### src/design/sof_length_tail_deframer_assert.svh
// Assertion macros shared by the deframer RTL.
// Each expects clk and rst_n in scope at the point of use.
`ifndef SOF_LENGTH_TAIL_DEFRAMER_ASSERT_SVH
`define SOF_LENGTH_TAIL_DEFRAMER_ASSERT_SVH

// Checked only while out of reset.
`define SLTD_ASSERT(lbl, prop, msg) \
    lbl: assert property (@(posedge clk) disable iff (!rst_n) (prop)) else $error(msg);

// Checked at every edge, reset included.
`define SLTD_ASSERT_ALWAYS(lbl, prop, msg) \
    lbl: assert property (@(posedge clk) (prop)) else $error(msg);

`endif

### src/design/sltd_pkg.sv
// Package for the SOF/length/tail deframer: widths, codes, types.
// No dependencies.
package sltd_pkg;

    localparam int BYTE_W   = 8;
    localparam int OFFSET_W = 10;
    localparam int STATUS_W = 3;
    localparam int FULL_W   = 17;

    localparam logic [BYTE_W-1:0]   SOF_A          = 8'hAA;
    localparam logic [BYTE_W-1:0]   SOF_B          = 8'h55;
    localparam logic [OFFSET_W-1:0] LEN_HI_OFFSET  = 10'd14;
    localparam logic [OFFSET_W-1:0] HEADER_DONE    = 10'd16;
    localparam logic [FULL_W-1:0]   LEN_OVERHEAD   = 17'd20;
    localparam logic [OFFSET_W-1:0] MAX_LEN_RESET  = 10'd600;

    typedef enum logic [1:0] {
        MODE_IDLE    = 2'd0,
        MODE_SOF1    = 2'd1,
        MODE_SOF2    = 2'd2,
        MODE_COLLECT = 2'd3
    } mode_t;

    typedef enum logic [STATUS_W-1:0] {
        ST_OUTSIDE  = 3'd0,
        ST_BYTE     = 3'd1,
        ST_GOOD     = 3'd2,
        ST_BADTAIL  = 3'd3,
        ST_TOOLONG  = 3'd4,
        ST_OVERFLOW = 3'd5
    } status_t;

    typedef struct packed {
        logic [BYTE_W-1:0]   out_byte;
        logic [OFFSET_W-1:0] frame_offset;
        status_t             status;
    } result_t;

endpackage

### src/design/sltd_if.sv
// Valid/ready channel interfaces for the deframer's input and result items.
// Depends on sltd_pkg.
interface sltd_byte_if;
    logic                          valid;
    logic                          ready;
    logic [sltd_pkg::BYTE_W-1:0]   data_byte;

    modport source (output valid, output data_byte, input ready);
    modport sink   (input valid, input data_byte, output ready);
endinterface

interface sltd_result_if;
    logic                          valid;
    logic                          ready;
    logic [sltd_pkg::BYTE_W-1:0]   out_byte;
    logic [sltd_pkg::OFFSET_W-1:0] frame_offset;
    logic [sltd_pkg::STATUS_W-1:0] status;

    modport source (output valid, output out_byte, output frame_offset, output status,
                    input ready);
    modport sink   (input valid, input out_byte, input frame_offset, input status,
                    output ready);
endinterface

### src/design/sof_length_tail_deframer.sv
// Top level of the SOF/length/tail deframer: input register, parser, result register.
// Depends on sltd_pkg, sltd_if.sv, sltd_core and sof_length_tail_deframer_assert.svh.
//
//   channel      dir   handshake      payload
//   byte_ch      in    valid/ready    data_byte[7:0]
//   result_ch    out   valid/ready    out_byte[7:0], frame_offset[9:0], status[2:0]
//   cfg_wr_*     in    write enable   max_frame_len[9:0]
//
// One item per cycle sustained while the result side is ready; an accepted item
// passes the input register, then the result register, before it is offered.
// The parser state advances when the input register hands its item to the
// result register; all step logic sits between those two registers.
// A stalled result still lets one more item into the input register.
// rst_n clears state asynchronously; max_frame_len resets to 600.
`include "sof_length_tail_deframer_assert.svh"

module sof_length_tail_deframer (
    input  logic                          clk,
    input  logic                          rst_n,
    sltd_byte_if.sink                     byte_ch,
    sltd_result_if.source                 result_ch,
    input  logic                          cfg_wr_en,
    input  logic [sltd_pkg::OFFSET_W-1:0] cfg_wr_data
);

    // configuration
    logic [sltd_pkg::OFFSET_W-1:0] max_len_reg;

    // input stage
    logic                          in_valid_reg;
    logic [sltd_pkg::BYTE_W-1:0]   in_byte_reg;

    // result stage
    logic                          out_valid_reg;
    sltd_pkg::result_t             out_res_reg;

    sltd_pkg::result_t             step_res;
    logic                          out_free;
    logic                          advance;
    logic                          in_take;

    // result register can load when empty or being drained this cycle
    assign out_free = !out_valid_reg || result_ch.ready;
    assign advance  = in_valid_reg && out_free;
    // input register can load when empty or emptying into the result register
    assign byte_ch.ready = !in_valid_reg || out_free;
    assign in_take       = byte_ch.valid && byte_ch.ready;

    always_ff @(posedge clk or negedge rst_n)
    begin
        if (!rst_n)
            max_len_reg <= sltd_pkg::MAX_LEN_RESET;
        else if (cfg_wr_en)
            max_len_reg <= cfg_wr_data;
    end

    always_ff @(posedge clk or negedge rst_n)
    begin
        if (!rst_n)
        begin
            in_valid_reg  <= 1'b0;
            out_valid_reg <= 1'b0;
        end
        else
        begin
            if (byte_ch.ready)
                in_valid_reg <= byte_ch.valid;
            if (out_free)
                out_valid_reg <= in_valid_reg;
        end
    end

    // payload registers, no reset
    always_ff @(posedge clk)
    begin
        if (in_take)
            in_byte_reg <= byte_ch.data_byte;
        if (advance)
            out_res_reg <= step_res;
    end

    sltd_core u_core (
        .clk           (clk),
        .rst_n         (rst_n),
        .advance       (advance),
        .data_byte     (in_byte_reg),
        .max_frame_len (max_len_reg),
        .res           (step_res)
    );

    assign result_ch.valid        = out_valid_reg;
    assign result_ch.out_byte     = out_res_reg.out_byte;
    assign result_ch.frame_offset = out_res_reg.frame_offset;
    assign result_ch.status       = out_res_reg.status;

    `SLTD_ASSERT(a_hold_input, (in_valid_reg && !out_free) |=> (in_valid_reg && $stable(in_byte_reg)), "input item dropped while result stalled")
    `SLTD_ASSERT(a_outside_zero_offset, (out_valid_reg && out_res_reg.status == sltd_pkg::ST_OUTSIDE) |-> (out_res_reg.frame_offset == '0), "outside byte carries an offset")
    `SLTD_ASSERT(a_advance_fills, advance |=> out_valid_reg, "advanced item missing from result register")

endmodule

### src/design/sltd_core.sv
// Parser state and one-byte step logic of the deframer.
// Depends on sltd_pkg and sof_length_tail_deframer_assert.svh.
`include "sof_length_tail_deframer_assert.svh"

module sltd_core (
    input  logic                          clk,
    input  logic                          rst_n,
    input  logic                          advance,
    input  logic [sltd_pkg::BYTE_W-1:0]   data_byte,
    input  logic [sltd_pkg::OFFSET_W-1:0] max_frame_len,
    output sltd_pkg::result_t             res
);

    sltd_pkg::mode_t               mode_reg, mode_next;
    logic [sltd_pkg::OFFSET_W-1:0] count_reg, count_next;
    logic [sltd_pkg::OFFSET_W-1:0] exp_reg, exp_next;
    logic [sltd_pkg::BYTE_W-1:0]   len_hi_reg, len_hi_next;
    logic [sltd_pkg::BYTE_W-1:0]   prev_reg;

    always_ff @(posedge clk or negedge rst_n)
    begin
        if (!rst_n)
        begin
            mode_reg   <= sltd_pkg::MODE_IDLE;
            count_reg  <= '0;
            exp_reg    <= '0;
            len_hi_reg <= '0;
            prev_reg   <= '0;
        end
        else if (advance)
        begin
            mode_reg   <= mode_next;
            count_reg  <= count_next;
            exp_reg    <= exp_next;
            len_hi_reg <= len_hi_next;
            prev_reg   <= data_byte;
        end
    end

    always_comb
    begin
        logic [sltd_pkg::OFFSET_W-1:0] cnt_inc;
        logic [sltd_pkg::BYTE_W-1:0]   hi;
        logic [sltd_pkg::FULL_W-1:0]   full;
        logic [sltd_pkg::OFFSET_W-1:0] exp_eff;
        logic                          collecting;

        mode_next        = mode_reg;
        count_next       = count_reg;
        exp_next         = exp_reg;
        len_hi_next      = len_hi_reg;
        res.out_byte     = data_byte;
        res.frame_offset = '0;
        res.status       = sltd_pkg::ST_OUTSIDE;

        cnt_inc    = count_reg + 10'd1;
        hi         = (count_reg == sltd_pkg::LEN_HI_OFFSET) ? data_byte : len_hi_reg;
        full       = {1'b0, hi, data_byte} + sltd_pkg::LEN_OVERHEAD;
        exp_eff    = exp_reg;
        collecting = (mode_reg == sltd_pkg::MODE_COLLECT);

        case (mode_reg)
            sltd_pkg::MODE_IDLE:
            begin
                if (data_byte == sltd_pkg::SOF_A)
                begin
                    mode_next  = sltd_pkg::MODE_SOF1;
                    count_next = 10'd1;
                    res.status = sltd_pkg::ST_BYTE;
                end
            end
            sltd_pkg::MODE_SOF1:
            begin
                if (data_byte == sltd_pkg::SOF_B)
                begin
                    mode_next        = sltd_pkg::MODE_SOF2;
                    count_next       = 10'd2;
                    res.frame_offset = 10'd1;
                    res.status       = sltd_pkg::ST_BYTE;
                end
                else if (data_byte == sltd_pkg::SOF_A)
                begin
                    count_next = 10'd1;
                    res.status = sltd_pkg::ST_BYTE;
                end
                else
                begin
                    mode_next  = sltd_pkg::MODE_IDLE;
                    count_next = '0;
                    exp_next   = '0;
                end
            end
            default:
            begin
                res.frame_offset = count_reg;
                if (count_reg >= max_frame_len)
                begin
                    res.status = sltd_pkg::ST_OVERFLOW;
                    mode_next  = sltd_pkg::MODE_IDLE;
                    count_next = '0;
                    exp_next   = '0;
                end
                else
                begin
                    res.status  = sltd_pkg::ST_BYTE;
                    len_hi_next = hi;
                    count_next  = cnt_inc;
                    if (cnt_inc == sltd_pkg::HEADER_DONE)
                    begin
                        if (full > {7'd0, max_frame_len})
                        begin
                            res.status = sltd_pkg::ST_TOOLONG;
                            mode_next  = sltd_pkg::MODE_IDLE;
                            count_next = '0;
                            exp_next   = '0;
                        end
                        else
                        begin
                            exp_eff    = full[sltd_pkg::OFFSET_W-1:0];
                            exp_next   = exp_eff;
                            mode_next  = sltd_pkg::MODE_COLLECT;
                            collecting = 1'b1;
                        end
                    end
                    // tail check once the count reaches the expected length
                    if (res.status == sltd_pkg::ST_BYTE && collecting && cnt_inc >= exp_eff)
                    begin
                        res.status = (prev_reg == sltd_pkg::SOF_B &&
                                      data_byte == sltd_pkg::SOF_A) ?
                                     sltd_pkg::ST_GOOD : sltd_pkg::ST_BADTAIL;
                        mode_next  = sltd_pkg::MODE_IDLE;
                        count_next = '0;
                        exp_next   = '0;
                    end
                end
            end
        endcase
    end

    `SLTD_ASSERT_ALWAYS(a_idle_count_zero, (mode_reg == sltd_pkg::MODE_IDLE) |-> (count_reg == '0), "idle parser holds a nonzero count")
    `SLTD_ASSERT(a_end_clears, (advance && res.status != sltd_pkg::ST_BYTE) |=> (mode_reg == sltd_pkg::MODE_IDLE && count_reg == '0), "frame end or miss did not return to idle")
    `SLTD_ASSERT(a_collect_len, (mode_reg == sltd_pkg::MODE_COLLECT) |-> (exp_reg >= 10'd20 && count_reg >= sltd_pkg::HEADER_DONE), "collecting with an impossible expected length")

endmodule

### src/flat_wrapper.sv
// flat-port wrapper written by rule: the top's interface ports become plain ports
module sof_length_tail_deframer_flat 
  (clk, rst_n, cfg_wr_en, cfg_wr_data, byte_ch_valid, byte_ch_data_byte, byte_ch_ready, result_ch_valid, result_ch_out_byte, result_ch_frame_offset, result_ch_status, result_ch_ready);
  sltd_byte_if byte_ch_i ();
  sltd_result_if result_ch_i ();
  input  logic clk;
  input  logic rst_n;
  input  logic cfg_wr_en;
  input  logic [sltd_pkg::OFFSET_W-1:0] cfg_wr_data;
  input wire logic [$bits(byte_ch_i.valid)-1:0] byte_ch_valid;
  input wire logic [$bits(byte_ch_i.data_byte)-1:0] byte_ch_data_byte;
  output wire logic [$bits(byte_ch_i.ready)-1:0] byte_ch_ready;
  output wire logic [$bits(result_ch_i.valid)-1:0] result_ch_valid;
  output wire logic [$bits(result_ch_i.out_byte)-1:0] result_ch_out_byte;
  output wire logic [$bits(result_ch_i.frame_offset)-1:0] result_ch_frame_offset;
  output wire logic [$bits(result_ch_i.status)-1:0] result_ch_status;
  input wire logic [$bits(result_ch_i.ready)-1:0] result_ch_ready;
  assign byte_ch_i.valid = byte_ch_valid;
  assign byte_ch_i.data_byte = byte_ch_data_byte;
  assign byte_ch_ready = byte_ch_i.ready;
  assign result_ch_valid = result_ch_i.valid;
  assign result_ch_out_byte = result_ch_i.out_byte;
  assign result_ch_frame_offset = result_ch_i.frame_offset;
  assign result_ch_status = result_ch_i.status;
  assign result_ch_i.ready = result_ch_ready;
  sof_length_tail_deframer u_core (.clk(clk), .rst_n(rst_n), .byte_ch(byte_ch_i), .result_ch(result_ch_i), .cfg_wr_en(cfg_wr_en), .cfg_wr_data(cfg_wr_data));
endmodule
### config.mk
export PLATFORM = sky130hd
export DESIGN_NAME = sof_length_tail_deframer_flat
export DESIGN_NICKNAME = d
export VERILOG_FILES = /design/src/design/sltd_pkg.sv /design/src/design/sltd_if.sv /design/src/design/sof_length_tail_deframer.sv /design/src/design/sltd_core.sv /design/src/flat_wrapper.sv
export VERILOG_INCLUDE_DIRS = /design/src /design/src/design
export SDC_FILE = /design/constraint.sdc
export NUM_CORES = 1
export LEC_CHECK = 0
export BUFFER_PORTS_ARGS = -buffer_cell sky130_fd_sc_hd__buf_2
export CAP_MARGIN = 30
export CORE_UTILIZATION = 60
export DETAILED_ROUTE_END_ITERATION = 8
export HOLD_SLACK_MARGIN = 0.15
export PLACE_DENSITY = 0.81
export SETUP_SLACK_MARGIN = 0.3
export SLEW_MARGIN = 25
export SYNTH_ARGS = -nofsm -noshare
export SYNTH_HDL_FRONTEND = slang
export SYNTH_SLANG_ARGS = --single-unit
### constraint.sdc
create_clock -name clk -period 7.94 [get_ports clk]
set_input_delay 0.397 -clock clk [delete_from_list [all_inputs] [get_ports clk]]
set_output_delay 0.397 -clock clk [all_outputs]
set_load 0.005 [all_outputs]
# Word level (Yosys, flattened, before mapping)
# Cells that the tools add are included.
# op_classes
n_addsub	2
n_mul	0
n_div	0
order_cmp	3
n_eq_ne	12
shifts	0
n_mux	44
bitwise	3
n_reduce_logical	17
# ops
cell	count
two-way mux 10 bit	16
case mux 10 bit (2 select lines)	3
>= comparator 10 bit	2
two-way mux 3 bit	6
adder 16 x 5 -> 17 bit, second input constant	1
> comparator 17 x 10 -> 1 bit	1
== test 8 x 7 -> 1 bit, second input constant	2
two-way mux 2 bit	7
adder 10 x 1 -> 10 bit, second input constant	1
== test 10 x 4 -> 1 bit, second input constant	1
== test 10 x 5 -> 1 bit, second input constant	1
two-way mux 1 bit	9
== test 8 bit, second input constant	1
two-way mux 8 bit	1
inequality test 2 bit, second input constant	3
case mux 3 bit (2 select lines)	1
logical AND 1 bit	5
AND reduction 5 bit	1
nonzero test 5 bit	1
case mux 2 bit (2 select lines)	1
AND reduction 4 bit	1
nonzero test 4 bit	1
== test 3 x 1 -> 1 bit, second input constant	1
inequality test 3 bit, second input constant	1
9 further kinds	13
# totals
ff_bits	79
latchBits	0
ramBits	0
romBits	0
output_inout_bits	23
elab_cells	93
mem_count	0

# Logic depth before layout (Yosys ltp)
# depth
word_depth	14
mapped_depth	27

# By module
# A second synthesis with hierarchy kept.
# unflattened
hier_cells	421
hier_area_um2	4760.8
# by_module_without_submodules
mod	instances	cells_each	area_per_inst_um2	seq_area_each_um2
sltd_core	1	363	3384.5	950.9
sof_length_tail_deframer	1	58	1376.3	1176.1

# Worst setup path after synthesis
# Ideal clock, no wire load.
# synth_path
path_kind	register to register
start	reg u_core.u_core.count_reg[0] (netlist bit)
end	reg u_core.u_core.mode_reg[0]
arrival_ns	5.504
path_slack_ns	2.333
path_stages_with_launch	25
n_path_buf	1
synth_period_minus_slack_ns	5.607
path_cell_list	dfrtp_1 -> inv_1 -> ha_1 -> or4b_4 -> or4_4 -> buf_6 -> mux2_4 -> xnor2_1 -> ha_1 -> nand2_1 -> or3_1 -> nand2_1 -> o211a_1 -> o211ai_1 -> nor3_1 -> mux2_2 -> ha_1 -> nand2b_1 -> a21o_1 -> a21oi_1 -> o21a_1 -> o21ai_0 -> a21oi_1 -> a211oi_1 -> a221oi_1
# synth_via
elab_chain_len	14
word_cells_on_any_way	30
classes_between	add/sub: 2; order compare: 3; eq/ne: 3; mux: 18; reduce/logical: 4
# synth_rtl
element	line	rtl
from (decl)	sltd_core.sv:15	logic [sltd_pkg::OFFSET_W-1:0] count_reg, count_next;
from (signal assigned)	sltd_core.sv:33	count_reg <= count_next;
branches (longest 14 deep; another with adder 16 x 5 -> 17 bit)	--	
to (signal assigned)	sltd_core.sv:24	mode_reg <= sltd_pkg::MODE_IDLE;
to (signal assigned)	sltd_core.sv:32	mode_reg <= mode_next;
to (decl)	sltd_core.sv:14	sltd_pkg::mode_t mode_reg, mode_next;
# Parallel ways; which one is timed is not known. The select of a mux whose other input is x is not followed.
# A chain may end at the register's enable or synchronous reset.

# Worst setup path after layout
# layout_path
start	reg u_core.u_core.count_reg[0] (netlist bit)
end	reg u_core.u_core.count_reg[1] (netlist bit)
# layout_via
elab_chain_len	14
word_cells_on_any_way	28
classes_between	add/sub: 2; order compare: 3; eq/ne: 3; mux: 18; reduce/logical: 2
# layout_rtl
element	line	rtl
branches (longest 12 deep; another with adder 16 x 5 -> 17 bit)	--	
two-way mux 10 bit (*)	sltd_core.sv:96	if (count_reg >= max_frame_len)
case mux 10 bit (2 select lines) (*)	sltd_core.sv:62	case (mode_reg)
# Mark *: on every way between the ends. The select of a mux whose other input is x is not followed.

==> results.py <==
metrics = {
    "hold_path": {
        "min_path_type": "input pin to register",
        "hold_path_startpoint": "byte_ch_data_byte[7]",
        "min_to": "u_core.in_byte_reg[7]",
        "hold_depth": 1,
    },
    "synthesis": {
        "synth_fa_ha_area_share_pct": 9.675,
        "yosysSeqAreaShare_pct": 45.69,
        "syn_inst": 455,
        "synth_area_sq_um": 4656,
        "yosys-top-cells-area": "dfrtp_1 (25%), edfxtp_1 (19%), ha_1 (9.7%)",
        "ys_types": 64,
        "synth_nets": 514,
        "syn_avg_cell_area_sq_um": 10.23,
        "ys_ff_latch": 79,
        "async_reset_ff_share_pct": 63.29,
        "synth_top_family_by_area": "simple AND/OR/NAND/NOR gates",
        "synth_edf_count": 29,
        "synthFlopType": "dfrtp_1",
        "yosys.area_share.simple_pct": 17.63,
        "yosys.area.top_type": "dfrtp_1",
        "netlist.area_leader.share_pct": 24.72,
        "synth_most_common_cell": "nand2_1",
        "synth-compound-area-share_pct": 14.73,
        "yosys-mux-area-fraction_pct": 5.106,
        "yosysWarningCount": 0,
        "synth_common_cells": "nand2_1 (64), dfrtp_1 (46), ha_1 (36), edfxtp_1 (29), o21ai_0 (24)",
        "synth-xor-area-share_pct": 3.198,
    },
    "die": {
        "num_rows": 31,
        "start_util_pct": 63.17,
        "die_h_microns": 90.09,
        "die_area_sq_um": 8116,
        "io_pins": 46,
        "core-area_sq_um": 7370,
        "die_w_microns": 90.09,
    },
    "clock_tree": {
        "cts_resized": 0,
        "h-tree-depth": 3,
        "clk_latency_ns": 0.35,
        "cts.sinks": 79,
        "cts_root_buf": "clkbuf_8",
        "cts_tree": "built",
        "clk_pin_slew_ns": 0.09,
        "cts_inserted_buffers": 9,
        "clk_path_buf_depth": 2,
    },
    "grt": {
        "antenna_found_initial": 0,
        "grt_pass1_wl_microns": 17330,
        "grt_max_degree": 51,
        "grt_usage_pct": 27.16,
        "grt_pass1_vias": 3561,
        "overflow": 0,
    },
    "setup_path": {
        "slowest_stage": "a21oi_1",
        "crit_family": "simple AND/OR/NAND/NOR gates",
        "r2r_setup_slack_ns": 1.52,
        "rr_worst_depth": 24,
        "crit_buf_inv": 2,
        "end_kind": "register",
        "r2r_end": "u_core.u_core.count_reg[1]",
        "r2r_start": "u_core.u_core.count_reg[0]",
        "crit_path_max_incr_delay_ns": 0.63,
        "startpoint_type": "register",
        "required_ns": 8.19,
        "cp.arrival_ns": 6.67,
        "critPathKind": "register to register",
        "cp_max_fo": 11,
        "worstPathCellList": "inv_1 -> ha_1 -> or4b_4 -> or4_4 -> mux2_4 -> xnor2_1 -> ha_1 -> nand2_1 -> or3_1 -> nand2_1 -> o211a_1 -> o211ai_1 -> nor3_1 -> buf_4 -> mux2_2 -> ha_1 -> nand2b_1 -> a21o_1 -> a21oi_1 -> o21a_1 -> o21ai_0 -> a21oi_1 -> nand2_1 -> o31ai_1",
    },
    "pwr": {
        "design_power_total_w": 0.001131,
        "leakage_nw": 2.290,
        "vdd_ir_drop_max_mv": 0.1311,
        "pwr_density_cell_nw_per_um2": 218.1,
    },
    "layout": {
        "layout.cells.non_filler": 594,
        "layout-drive-gt1-share_pct": 17.78,
        "nNetsFinal": 550,
        "syn_to_final_growth_pct": 11.39,
        "antenna_cells": 0,
    },
    "flow_run": {
        "cap_violations": 0,
    },
    "detailed_routing": {
        "wl_per_cell_microns": 17.52,
        "first_pass_iters": 5,
        "drtIter0Drc": 194,
        "wl_microns": 10400,
        "drtAntennaViolNets": 0,
        "vias_per_cell": 6.059,
        "drc": 0,
        "route.vias.total": 3599,
    },
    "sta": {
        "fmax_ghz": 0.1558,
        "final_hold_viol_count": 0,
        "fin_setup_tns_ns": 0,
        "tightest_slew_ns": 0.8819,
        "period_needed_ns": 6.417,
        "slew-limit-headroom_pct": 40.58,
        "rsz0062_at_grt": "false",
        "period_share_pct": 80.82,
        "finalClockSkew_ns": 0.01340,
        "drv_slew": 0,
        "timing.hold.ws_ns": 0.2195,
        "setup_viol": 0,
    },
    "place": {
        "hpwl_microns": 7433,
        "gp_congestion": 0.9130,
        "dp.cells": 578,
        "io_buffers": 45,
    },
    "status": {
        "status": "finished, final reports clean",
    },
}
==> area by class of cell <==
class,instances,area [sq um]
clock buffer,9,123.9
clock inverter,6,116.4
fill,559,2183
inverter,21,78.83
multi-input combinational,332,2344
sequential,79,2127
tap,99,123.9
timing repair buffer,48,272.8
==> routing by layer <==
| layer | up-vias | GRT usage, % | share of wire, % |
|---|---|---|---|
| li1 | 1714 | - | - |
| met1 | 1710 | 34.90 | 43 |
| met2 | 149 | 45.04 | 49 |
| met3 | 26 | 5.838 | 5.8 |
| met4 | 0 | 10.35 | 2.7 |
| met5 | - | 0 | 0 |
==> stage by stage <==
step,utilization [%],worst slack (ns),area (sq um)
after floorplan,-,2.333,4656
after global placement,66.57,1.876,4906
after detailed placement,66.98,1.649,4936
after CTS,70.37,1.585,5186
after global routing,70.37,1.110,5186
final,70.37,1.523,5186
==> cells by family after synthesis <==
kind of cell               after synthesis
AOI/OAI and AO/OA                       99
muxes                                   22
xor gates and xnor gates                17
DFF                                     79
and+or+nand+nor                        158
adders and majority gates               36
buffers and inverters                   44
==> worst register-to-register path, delay by kind of cell (launching register included) <==
family,cells,cell delay [ns]
AOI/OAI and AO/OA,8,1.82
adders and majority gates,3,0.60
and+or+nand+nor,8,1.99
buffers and inverters,2,0.38
xor gates and xnor gates,1,0.31
DFF,1,0.52
muxes,2,0.71
==> worst max path at each step <==
stage / startpoint / endpoint / slack, ns / cells after the start
2_1_floorplan: u_core.u_core.count_reg[0] / u_core.u_core.mode_reg[0] / 2.33 / 24
3_3_place_gp: u_core.u_core.count_reg[0] / u_core.u_core.count_reg[1] / 1.88 / 24
3_5_place_dp: u_core.u_core.count_reg[0] / u_core.u_core.count_reg[1] / 1.65 / 24
4_1_cts: u_core.u_core.count_reg[0] / u_core.u_core.count_reg[1] / 1.59 / 24
5_1_grt: u_core.u_core.count_reg[0] / u_core.u_core.count_reg[1] / 1.11 / 25
6_report: u_core.u_core.count_reg[0] / u_core.u_core.count_reg[1] / 1.52 / 24
==> report_power, final <==
group	leakage [nW]	internal [W]	total, W	switching [W]
combinational	1.25	0.000113	0.000240	0.000128
sequential	0.921	0.000473	0.000526	0.0000528
clock	0.120	0.000210	0.000364	0.000154
total	2.29	0.000796	0.00113	0.000335
==> layout by cell type (no fill, tap or decap), types with 9 or more instances in the layout <==
cell,count
nand2_1,64
dfrtp_1,46
buf_2,44
ha_1,36
edfxtp_1,29
o21ai_0,24
inv_1,21
a21oi_1,15
nand3_1,15
xnor2_1,14
nor2_1,13
nand2b_1,13
mux2i_1,11
and2_1,11
nor3_1,10
a21o_1,10
mux2_2,10
a22o_1,10
clkbuf_8,9
==> what timing repair did <==
| action | CTS | global route |
|---|---|---|
| buffers inserted | 0 | 0 |
| setup endpoints to repair | 0 | 0 |
| hold buffers | 1 | 0 |
| hold endpoints to repair | 46 | 0 |
Note: power is estimated with default switching activity, not from simulation.
